--- src/rtl/spq_pkg.sv ---
`default_nettype none
package spq_pkg;

  // Command codes of the input channel.
  localparam logic CMD_INSERT = 1'b0;
  localparam logic CMD_REMOVE = 1'b1;

  // Urgency limits; inserted values are clamped into this range.
  localparam int unsigned UrgW = 3;
  localparam logic [UrgW-1:0] UrgMin = 3'd1;
  localparam logic [UrgW-1:0] UrgMax = 3'd4;

  // Fixed field widths of the ports.
  localparam int unsigned LocPortW = 16;
  localparam int unsigned KindW    = 2;
  localparam int unsigned OccW     = 5;

  // Result status codes.
  typedef enum logic [1:0] {
    ST_INSERTED = 2'd0,
    ST_REMOVED  = 2'd1,
    ST_EMPTY    = 2'd2,
    ST_FULL     = 2'd3
  } spq_status_e;

  // Broadcast control that every cell of the chain sees in the same cycle.
  typedef struct packed {
    logic            ins;
    logic            rem;
    logic [UrgW-1:0] urg;
  } spq_ctrl_t;

endpackage
`default_nettype wire

--- src/rtl/spq_cell.sv ---
`default_nettype none
module spq_cell #(
  parameter int unsigned LOC_W = 16
) (
  input  wire logic                      clk_i,
  input  wire logic                      rst_ni,
  input  wire spq_pkg::spq_ctrl_t        ctrl_i,
  input  wire logic [LOC_W-1:0]          new_loc_i,
  input  wire logic [spq_pkg::KindW-1:0] new_kind_i,
  // Neighbor toward the front of the queue.
  input  wire logic                      left_keep_i,
  input  wire logic                      left_valid_i,
  input  wire logic [spq_pkg::UrgW-1:0]  left_urg_i,
  input  wire logic [LOC_W-1:0]          left_loc_i,
  input  wire logic [spq_pkg::KindW-1:0] left_kind_i,
  // Neighbor toward the back of the queue.
  input  wire logic                      right_valid_i,
  input  wire logic [spq_pkg::UrgW-1:0]  right_urg_i,
  input  wire logic [LOC_W-1:0]          right_loc_i,
  input  wire logic [spq_pkg::KindW-1:0] right_kind_i,
  // Own state, seen by both neighbors.
  output logic                           keep_o,
  output logic                           valid_o,
  output logic [spq_pkg::UrgW-1:0]       urg_o,
  output logic [LOC_W-1:0]               loc_o,
  output logic [spq_pkg::KindW-1:0]      kind_o
);
  import spq_pkg::*;

  logic              valid_q, valid_d;
  logic [UrgW-1:0]   urg_q, urg_d;
  logic [LOC_W-1:0]  loc_q, loc_d;
  logic [KindW-1:0]  kind_q, kind_d;

  // The cell keeps its entry on an insert when it ranks at or above the new one.
  assign keep_o = valid_q && (urg_q >= ctrl_i.urg);

  // Choose between holding, taking the new entry and shifting from a neighbor.
  always_comb begin
    valid_d = valid_q;
    urg_d   = urg_q;
    loc_d   = loc_q;
    kind_d  = kind_q;
    if (ctrl_i.ins) begin
      valid_d = valid_q | left_valid_i;
      if (!keep_o) begin
        if (left_keep_i) begin
          urg_d  = ctrl_i.urg;
          loc_d  = new_loc_i;
          kind_d = new_kind_i;
        end else begin
          urg_d  = left_urg_i;
          loc_d  = left_loc_i;
          kind_d = left_kind_i;
        end
      end
    end else if (ctrl_i.rem) begin
      valid_d = right_valid_i;
      urg_d   = right_urg_i;
      loc_d   = right_loc_i;
      kind_d  = right_kind_i;
    end
  end

  // Valid flag is control state and resets; the entry payload does not.
  always_ff @(posedge clk_i or negedge rst_ni) begin
    if (!rst_ni) begin
      valid_q <= 1'b0;
    end else begin
      valid_q <= valid_d;
    end
  end

  always_ff @(posedge clk_i) begin
    urg_q  <= urg_d;
    loc_q  <= loc_d;
    kind_q <= kind_d;
  end

  assign valid_o = valid_q;
  assign urg_o   = urg_q;
  assign loc_o   = loc_q;
  assign kind_o  = kind_q;

endmodule
`default_nettype wire

--- src/rtl/stable_priority_queue.sv ---
// Latency: a result appears in the cycle after its input transfer.
// Throughput: one insert or remove per cycle while in_stall_o is low; the whole
// cell chain compares and shifts in parallel, and a one-entry output register
// decouples input and output handshakes.
// Reset: asynchronous, active low; empties the queue and drops any pending result.
`default_nettype none
module stable_priority_queue #(
  parameter int unsigned DEPTH         = 16,
  parameter int unsigned LOCATION_BITS = 16
) (
  input  wire logic                         clk_i,
  input  wire logic                         rst_ni,
  input  wire logic                         in_valid_i,
  output logic                              in_stall_o,
  input  wire logic                         cmd_i,
  input  wire logic [spq_pkg::UrgW-1:0]     urgency_i,
  input  wire logic [spq_pkg::LocPortW-1:0] location_id_i,
  input  wire logic [spq_pkg::KindW-1:0]    request_kind_i,
  output logic                              out_valid_o,
  input  wire logic                         out_stall_i,
  output logic [1:0]                        status_o,
  output logic [spq_pkg::UrgW-1:0]          urgency_out_o,
  output logic [spq_pkg::LocPortW-1:0]      location_out_o,
  output logic [spq_pkg::KindW-1:0]         kind_out_o,
  output logic [spq_pkg::OccW-1:0]          occupancy_o
);
  import spq_pkg::*;

  localparam int unsigned LocW = (LOCATION_BITS < LocPortW) ? LOCATION_BITS : LocPortW;
  localparam int unsigned CntW = $clog2(DEPTH + 1);

  spq_ctrl_t        ctrl;
  logic             in_xfer;
  logic             full, empty;
  logic [UrgW-1:0]  urg_clamped;
  logic [LocW-1:0]  new_loc;

  logic [CntW-1:0]  count_q, count_d;
  logic             out_valid_q, out_valid_d;
  spq_status_e      status_q, status_d;
  logic [UrgW-1:0]  urg_out_q, urg_out_d;
  logic [LocW-1:0]  loc_out_q, loc_out_d;
  logic [KindW-1:0] kind_out_q, kind_out_d;

  // Chain links, one slot per cell plus a terminating slot at the back.
  logic             keep  [DEPTH];
  logic             valid [DEPTH+1];
  logic [UrgW-1:0]  urg   [DEPTH+1];
  logic [LocW-1:0]  loc   [DEPTH+1];
  logic [KindW-1:0] kind  [DEPTH+1];

  // Input transfer is held off only while a result waits and is stalled.
  assign in_stall_o = out_valid_q && out_stall_i;
  assign in_xfer    = in_valid_i && !in_stall_o;

  assign full  = valid[DEPTH-1];
  assign empty = !valid[0];

  // Clamp the urgency and trim the location tag before it enters the chain.
  always_comb begin
    urg_clamped = urgency_i;
    if (urgency_i < UrgMin) begin
      urg_clamped = UrgMin;
    end else if (urgency_i > UrgMax) begin
      urg_clamped = UrgMax;
    end
  end

  assign new_loc  = location_id_i[LocW-1:0];
  assign ctrl.ins = in_xfer && (cmd_i == CMD_INSERT) && !full;
  assign ctrl.rem = in_xfer && (cmd_i == CMD_REMOVE) && !empty;
  assign ctrl.urg = urg_clamped;

  // The back of the chain shifts in an empty slot on a remove.
  assign valid[DEPTH] = 1'b0;
  assign urg[DEPTH]   = '0;
  assign loc[DEPTH]   = '0;
  assign kind[DEPTH]  = '0;

  for (genvar i = 0; i < DEPTH; i++) begin : g_cell
    logic             lk, lv;
    logic [UrgW-1:0]  lu;
    logic [LocW-1:0]  ll;
    logic [KindW-1:0] lkd;

    // The front cell sees a virtual neighbor that always keeps and is valid.
    if (i == 0) begin : g_front
      assign lk  = 1'b1;
      assign lv  = 1'b1;
      assign lu  = '0;
      assign ll  = '0;
      assign lkd = '0;
    end else begin : g_inner
      assign lk  = keep[i-1];
      assign lv  = valid[i-1];
      assign lu  = urg[i-1];
      assign ll  = loc[i-1];
      assign lkd = kind[i-1];
    end

    spq_cell #(
      .LOC_W(LocW)
    ) u_cell (
      .clk_i        (clk_i),
      .rst_ni       (rst_ni),
      .ctrl_i       (ctrl),
      .new_loc_i    (new_loc),
      .new_kind_i   (request_kind_i),
      .left_keep_i  (lk),
      .left_valid_i (lv),
      .left_urg_i   (lu),
      .left_loc_i   (ll),
      .left_kind_i  (lkd),
      .right_valid_i(valid[i+1]),
      .right_urg_i  (urg[i+1]),
      .right_loc_i  (loc[i+1]),
      .right_kind_i (kind[i+1]),
      .keep_o       (keep[i]),
      .valid_o      (valid[i]),
      .urg_o        (urg[i]),
      .loc_o        (loc[i]),
      .kind_o       (kind[i])
    );
  end

  // Occupancy counter and result formation.
  always_comb begin
    count_d     = count_q;
    out_valid_d = out_valid_q && out_stall_i;
    status_d    = status_q;
    urg_out_d   = urg_out_q;
    loc_out_d   = loc_out_q;
    kind_out_d  = kind_out_q;
    if (ctrl.ins) begin
      count_d = count_q + 1'b1;
    end else if (ctrl.rem) begin
      count_d = count_q - 1'b1;
    end
    if (in_xfer) begin
      out_valid_d = 1'b1;
      urg_out_d   = '0;
      loc_out_d   = '0;
      kind_out_d  = '0;
      if (cmd_i == CMD_INSERT) begin
        status_d = full ? ST_FULL : ST_INSERTED;
      end else if (empty) begin
        status_d = ST_EMPTY;
      end else begin
        status_d   = ST_REMOVED;
        urg_out_d  = urg[0];
        loc_out_d  = loc[0];
        kind_out_d = kind[0];
      end
    end
  end

  always_ff @(posedge clk_i or negedge rst_ni) begin
    if (!rst_ni) begin
      count_q     <= '0;
      out_valid_q <= 1'b0;
    end else begin
      count_q     <= count_d;
      out_valid_q <= out_valid_d;
    end
  end

  // The result payload is held in place while stalled.
  always_ff @(posedge clk_i) begin
    status_q   <= status_d;
    urg_out_q  <= urg_out_d;
    loc_out_q  <= loc_out_d;
    kind_out_q <= kind_out_d;
  end

  // Occupancy reflects the count after the step that produced the result.
  logic [CntW-1:0] occ_q;
  always_ff @(posedge clk_i) begin
    if (in_xfer) begin
      occ_q <= count_d;
    end
  end

  assign out_valid_o    = out_valid_q;
  assign status_o       = status_q;
  assign urgency_out_o  = urg_out_q;
  assign location_out_o = LocPortW'(loc_out_q);
  assign kind_out_o     = kind_out_q;
  assign occupancy_o    = OccW'(occ_q);

endmodule
`default_nettype wire

--- config.mk ---
export PLATFORM = sky130hd
export DESIGN_NAME = stable_priority_queue
export DESIGN_NICKNAME = d
export VERILOG_FILES = /design/src/rtl/spq_pkg.sv /design/src/rtl/spq_cell.sv /design/src/rtl/stable_priority_queue.sv
export SDC_FILE = /design/constraint.sdc
export NUM_CORES = 1
export LEC_CHECK = 0
export ABC_AREA = 1
export CAP_MARGIN = 20
export CELL_PAD_IN_SITES_DETAIL_PLACEMENT = 0
export CELL_PAD_IN_SITES_GLOBAL_PLACEMENT = 1
export CORE_ASPECT_RATIO = 0.9
export CORE_MARGIN = 3
export CORE_UTILIZATION = 40
export CTS_CLUSTER_DIAMETER = 200
export DETAILED_ROUTE_END_ITERATION = 8
export DONT_BUFFER_PORTS = 1
export GPL_ROUTABILITY_DRIVEN = 0
export PLACE_DENSITY = 0.78
export SYNTH_ARGS = -nofsm -noshare
export SYNTH_HDL_FRONTEND = slang
export SYNTH_HIERARCHICAL = 1
export SYNTH_SLANG_ARGS = --single-unit
--- constraint.sdc ---
create_clock -name clk_i -period 2.9 [get_ports clk_i]
set_input_delay 0.435 -clock clk_i [delete_from_list [all_inputs] [get_ports clk_i]]
set_output_delay 0.435 -clock clk_i [all_outputs]
set_load 0.01 [all_outputs]
* After elaboration in Yosys (flattened, before gate mapping) *
Cells that the tools add are included.

storage, ports and cells
  latch bits = 0
  memories = 0
  word-level logic and storage cells = 394
  bits in registers = 386
  bits in writable memories = 0
  output and inout port bits = 30
  input bits = 26
  memory bits (read-only) = 0

cells by class
  divide/modulo/power cells = 0
  mux-type cells = 229
  add/subtract/negate cells = 2
  $mul = 0
  bitwise logic cells = 16
  order comparisons = 18
  eq/ne operators = 16
  reduce and logical (&&, ||, !) cells = 42
  shifts and indexed selects = 0

operator list
  kind                   number
  $mux W16               63
  $mux W3                65
  $mux W2                66
  $ge A3 B3 Y1           16
  $reduce_and A2 Y1      17
  $mux W1                33
  $ne A2 B2 Y1 const B   16
  $logic_and A1 B1 Y1    22
  $or A1 B1 Y1           15
  $mux W5                2
  $add A5 B1 Y5 const B  1
  $sub A5 B1 Y5 const B  1
  $gt A3 B3 Y1 const B   1
  $lt A3 B1 Y1 const B   1
  $logic_not A1 Y1       2
  $reduce_bool A2 Y1     1
  $not A1 Y1             1

* Logic depth before layout (Yosys ltp) *
Gate-level depths: netlist of the first run.

  depth in word-level cells = 8
  gate-level depth with buffers = 14
  mapped depth without buffers = 13

* Hierarchy *
Netlist of the first run, hierarchy kept.

by module, submodules not included
  module                 times used  seq. area each (um^2)  area each (um^2)  cells each
  spq_cell               16          655.6                  1198.6            138
  stable_priority_queue  1           991.0                  1446.4            139

* Least setup slack after synthesis of the first run *
OpenSTA, ideal clock, no wires.

  path kind = input port to flip-flop
  start point = input port urgency_i[1] (netlist name)
  end point = register g_cell[0].u_cell.kind_q[0], enable pin
  path buffers = 0
  slack = -0.291 ns
  stages = 11
  data arrival time = 2.813 ns
  cell sequence = inv_1 -> nor2_1 -> nor2_1 -> ha_1 -> inv_1 -> nand2_1 -> nand2_1 -> nand2_1 -> nand2_1 -> nand2_1 -> nand2_1

RTL lines
  element               line                         RTL
  start, declared       stable_priority_queue.sv:16  input wire logic [spq_pkg::UrgW-1:0] urgency_i,
  end signal, assigned  spq_cell.sv:77               kind_q <= kind_d;
  end, declared         spq_cell.sv:33               logic [KindW-1:0] kind_q, kind_d;

==> results.json, run 1 <==
{
  "gr-usage-all-layers": 0.218,
  "slew_headroom": 0.417,
  "fin_cells": 3081,
  "min_path_cells": 1,
  "fin_ws_ps": 394,
  "powerDensity_mw_per_mm2": 798,
  "utilization": 0.446,
  "placed_cells": 2999,
  "path_clk_slew_ps": 60,
  "ios": 56,
  "slew_violations": 0,
  "nNetsFinal": 2444,
  "portBuffers": 0,
  "insertion_delay_ps": 590,
  "vdd_ir_drop_max_v": 0.000403,
  "cp_data_arrival_time_ps": 2950,
  "worst_clock_skew_ps": 33.8,
  "die_y_um": 221,
  "netSwitchingFraction": 0.355,
  "die_w_um": 245,
  "clock_sinks": 386,
  "critPathLaunchType": "flip-flop",
  "wire_per_inst_um": 19.2,
  "period_share": 0.864,
  "worstSetupPathType": "flip-flop to flip-flop",
  "r2r.worst_path.cells": 9,
  "status": "complete, no violations",
  "area_growth_pct": 9.67,
  "combPwrFrac": 0.260,
  "fmax_mhz": 399,
  "hpwl_mm": 41.7,
  "netSwitchingPower_mw": 6.40,
  "core_mm2": 0.0507,
  "cts_made_buffers": 44,
  "ctsHtreeMaxLevel": 2,
  "endpoint_kind": "flip-flop",
  "cts_tree": "done",
  "period_minus_slack_ps": 2510,
  "leakage_nw": 9.02,
  "cts_buffer_depth": 3,
  "tns_ps": 0,
  "syn-cell-area_mm2": 0.0206,
  "postCtsSetupBuffers": 0,
  "diodes": 0,
  "vias": 16800,
  "drt-vias-per-instance": 5.44,
  "p_int_mw": 11.7,
  "grt_pass1_vias": 16600,
  "syn-instance-count": 2346,
  "setup_viol": 0,
  "pwr-share-clk": 0.292,
  "drc": 0,
  "worst_pin_slew_ps": 873,
  "pwr-share-seq": 0.448,
  "drtIter0Drc": 1787,
  "wirelength_mm": 59.3,
  "final_antenna_net_count": 0,
  "dr.pass1.iters": 6,
  "rsz0062_at_grt": "no",
  "cp.required_ps": 3340,
  "root_buffer": "clkbuf_16",
  "syn-mean-instance-area_um2": 8.79,
  "hold_viol": 0,
  "die-area_mm2": 0.0543,
  "yosysWarnings": 6,
  "placed_area_mm2": 0.0213,
  "start_util": 0.407,
  "grt_max_degree": 67,
  "drive_above_1_share": 0.0575,
  "critPathMaxFanout": 66,
  "grt_pass1_wl_mm": 94.5,
  "final_area_mm2": 0.0226,
  "hold_path.class": "input port to flip-flop",
  "dp_slack_ps": -182,
  "rows": 78,
  "drv_cap": 0,
  "grt_overflow_total": 0,
  "antenna_found_initial": 1
}
-- state kept, by name, indices dropped and copies added (netlist names) --
name,flops
g_cell.u_cell/loc_o,256
g_cell.u_cell/urg_o,48
g_cell.u_cell/kind_o,32
g_cell.u_cell/valid_o,16
location_out_o,16
count_q,5
occupancy_o,5
urgency_out_o,3
kind_out_o,2
status_o,2
out_valid_o,1
-- power groups by stage --
stage | logic, mW | registers, mW | clock network [mW]
after floorplan | 3.67 | 7.88 | 0
after global placement | 4.48 | 8.17 | 0
after detailed placement | 4.64 | 8.17 | 0
after CTS | 4.67 | 8.07 | 5.36
after global routing | 5.38 | 8.17 | 5.56
final | 4.70 | 8.08 | 5.27
-- layer usage --
metal | up-vias | track usage | share of wire
met2 | 610 | 0.328 | 0.44
met1 | 8126 | 0.329 | 0.46
met4 | 0 | 0.0556 | 0.018
li1 | 7953 | - | -
met3 | 79 | 0.0338 | 0.079
met5 | - | 0 | 0
-- path summary, 6_finish.rpt --
check,startpoint,endpoint,slack [ps]
min in group asynchronous,rst_ni,g_cell[10].u_cell/valid_o$_DFFE_PN0P_,310
max reg2reg,out_valid_o$_DFF_PN0_,g_cell[10].u_cell/loc_o[11]$_DFFE_PP_,390
min reg2reg,g_cell[15].u_cell/loc_o[5]$_DFFE_PP_,g_cell[14].u_cell/loc_o[5]$_DFFE_PP_,540
min,cmd_i,status_o[0]$_DFFE_PN_,90
max in group asynchronous,rst_ni,g_cell[0].u_cell/valid_o$_DFFE_PN0P_,2420
max,out_valid_o$_DFF_PN0_,g_cell[10].u_cell/loc_o[11]$_DFFE_PP_,390
-- metrics by stage --
stage | power (mW) | hold slack, ps
3_3_place_gp | 12.6 | 140
5_1_grt | 19.1 | 63.7
2_1_floorplan | 11.6 | 139
6_report | 18.1 | 85.5
3_5_place_dp | 12.8 | 140
4_1_cts | 18.1 | 57.3
-- worst max-delay path, stage by stage (launching register included) --
cell and delay, ps:
dfrtp_1 420, nand2_1 120, nand2_2 110, inv_2 80
nand2_2 100, inv_8 340, buf_4 370, buf_4 400
o21ai_1 210, o21ai_1 160
-- area by class of cell --
| cell class | instances | area [um2] |
|---|---|---|
| sequential | 386 | 11500 |
| fill | 4899 | 28000 |
| inverter | 174 | 661 |
| tap | 680 | 851 |
| timing repair buffer | 61 | 488 |
| multi-input combinational | 1701 | 7820 |
| clock buffer | 64 | 1190 |
| clock inverter | 15 | 133 |
-- what timing repair did --
item / in CTS / in global routing
hold endpoints to repair: 23 / 0
hold buffers: 3 / 0
resized for setup: 0 / 0
-- cell usage in the layout (no fill, tap or decap), drive strengths merged, types with 2 or more instances in the layout --
master and instances:
nor2 365, dfrtp 22, o21ai 690, inv 175, nand3b 16, conb 48, edfxtp 364, xor2 2
nand2 506, buf 59, nand3 4, a21oi 17, clkinv 13, ha 50, clkbuf 64, dlygate4sd3 2
Power figures use the tool's default switching activity.
==> run 2: changes to the inputs <==
ABC_AREA = not set   (was 1)
BUFFER_PORTS_ARGS = -buffer_cell sky130_fd_sc_hd__buf_2   (was not set)
DONT_BUFFER_PORTS = not set   (was 1)
PLACE_DENSITY = 0.77   (was 0.78)
==> run 2 against run 1 <==
Synthesized area up 2.7%; flip-flop and latch count unchanged; hold slack better by 2.1 ps; routed wire length down 22%; synthesized cell count down 21%; largest cell class unchanged; die area up 2.6%; non-clock buffer count up 69; largest power group unchanged; critical endpoint is now g_cell[4].u_cell/loc_o[0]$_DFFE_PP_.
==> results.json, run 2 <==
{
  "hold_viol": 0,
  "drv_cap": 0,
  "largest_register_ffs": 256,
  "ctsHtreeMaxLevel": 2,
  "diodes": 0,
  "rows": 79,
  "drc": 0,
  "core_mm2": 0.0520,
  "status": "complete, no violations",
  "cp_data_arrival_time_ps": 2500,
  "start_util": 0.407,
  "syn-instance-count": 1861,
  "portBuffers": 55,
  "drtIter0Drc": 824,
  "grt_overflow_total": 0,
  "path_clk_slew_ps": 60,
  "wire_per_inst_um": 17.4,
  "syn-mean-instance-area_um2": 11.4,
  "dr.pass1.iters": 5,
  "endpoint_kind": "flip-flop",
  "vdd_ir_drop_max_v": 0.000448,
  "wirelength_mm": 46.4,
  "cts_buffer_depth": 3,
  "insertion_delay_ps": 570,
  "crit_path_cell_trace": "ha_1 -> nand2_1 -> o21ai_1 -> and2_1 -> buf_4 -> mux2i_1 -> a21oi_1",
  "ios": 56,
  "antenna_found_initial": 0,
  "gr-usage-all-layers": 0.166,
  "netSwitchingPower_mw": 6.32,
  "grt_pass1_vias": 14400,
  "period_minus_slack_ps": 2200,
  "tns_ps": 0,
  "period_share": 0.759,
  "rsz0062_at_grt": "no",
  "critPathMaxFanout": 7,
  "cts_tree": "done",
  "hp-start": "in_valid_i",
  "ctsResizeCount": 0,
  "pwr-share-clk": 0.277,
  "mostFrequentLayoutCells": "nor2_1 (372), a21oi_1 (369), edfxtp_1 (364)",
  "yosysWarnings": 6,
  "nNetsFinal": 2023,
  "setup_viol": 0,
  "vias": 14100,
  "utilization": 0.456,
  "final_antenna_net_count": 0,
  "die-area_mm2": 0.0557,
  "pwr-share-seq": 0.415,
  "cts_made_buffers": 45,
  "grt_max_degree": 168,
  "worst_clock_skew_ps": 23.1,
  "worstSetupPathType": "flip-flop to flip-flop",
  "slew_violations": 0,
  "fmax_mhz": 454,
  "root_buffer": "clkbuf_16",
  "combPwrFrac": 0.307,
  "netSwitchingFraction": 0.321,
  "area_growth_pct": 11.9,
  "p_int_mw": 13.4,
  "slowest_delay_ps": 440,
  "slew_headroom": 0.520,
  "grt_pass1_wl_mm": 76.8,
  "die_w_um": 249,
  "leakage_nw": 9.05,
  "powerDensity_mw_per_mm2": 831,
  "hold_path.class": "input port to flip-flop",
  "clock_sinks": 386,
  "final_common_cell": "nor2_1",
  "postCtsSetupBuffers": 0,
  "die_y_um": 224,
  "r2r-start": "g_cell[3].u_cell/urg_o[2]$_DFFE_PP_",
  "worst_pin_slew_ps": 720,
  "syn-cell-area_mm2": 0.0212,
  "cp.required_ps": 3200,
  "cp-startpoint": "g_cell[3].u_cell/urg_o[2]$_DFFE_PP_",
  "slowest_stage": "edfxtp_1",
  "critPathLaunchType": "flip-flop",
  "drt-vias-per-instance": 5.29,
  "drive_above_1_share": 0.109,
  "hpwl_mm": 33.0
}
## run 2: final cells by class
| type | instances | area, um2 |
|---|---|---|
| tap | 688 | 861 |
| multi-input combinational | 1331 | 8500 |
| fill | 4840 | 28300 |
| timing repair buffer | 130 | 1230 |
| clock buffer | 65 | 1260 |
| clock inverter | 19 | 150 |
| inverter | 53 | 199 |
| sequential | 386 | 11500 |
## run 2: path summary, 6_finish.rpt
| kind | end | cells past startpoint | slack, ps |
|---|---|---|---|
| worst max-delay path | g_cell[4].u_cell/loc_o[0]$_DFFE_PP_ | 7 | 700 |
| worst min-delay path | out_valid_o$_DFF_PN0_ | 2 | 90 |
| worst max register to register | g_cell[4].u_cell/loc_o[0]$_DFFE_PP_ | 7 | 700 |
| worst min register to register | count_q[4]$_DFF_PN0_ | 1 | 470 |
| max in group asynchronous | g_cell[11].u_cell/valid_o$_DFFE_PN0P_ | 2 | 2110 |
| min in group asynchronous | count_q[0]$_DFF_PN0_ | 2 | 380 |
## run 2: through the flow
step                hold slack [ps]  setup slack [ps]  instance area [um2]  std cells  total power [mW]
floorplan                       139              30.6                21500       1904              13.2
global placement                447               194                22300       2587              14.2
detailed placement              451               152                22300       2587              14.4
CTS                            42.4               699                23700       2672              19.9
global route                   70.0               566                23700       2672              20.8
finish                         87.5               699                23700       2672              19.7
## run 2: per-layer routing
layer	vias to the layer above	routed length, um	GRT usage
li1	6902	-	-
met2	191	21500	0.270
met5	-	0	0
met4	0	746	0.0422
met3	52	1580	0.0243
met1	6978	22600	0.236
## run 2: power by group through the flow
stage | clock network [mW] | registers [mW] | logic (mW)
floorplan | 0 | 8.10 | 5.11
global placement | 0 | 8.26 | 5.95
detailed placement | 0 | 8.27 | 6.10
CTS | 5.61 | 8.18 | 6.10
global route | 5.82 | 8.30 | 6.69
finish | 5.45 | 8.17 | 6.05
## run 2: what timing repair did
| action | in CTS | in global routing |
|---|---|---|
| endpoints found under the hold margin | 22 | 0 |
| endpoints found under the setup margin | 0 | 0 |
| hold buffers | 1 | 0 |
## run 2: worst max-delay path, delay by kind of cell, from the launching register on
| family | cells | cell delay [ps] |
|---|---|---|
| adders and majority gates | 1 | 320 |
| muxes | 1 | 220 |
| and+or+nand+nor | 2 | 320 |
| buffers and inverters | 1 | 210 |
| AOI/OAI and AO/OA | 2 | 400 |
| DFF | 1 | 440 |
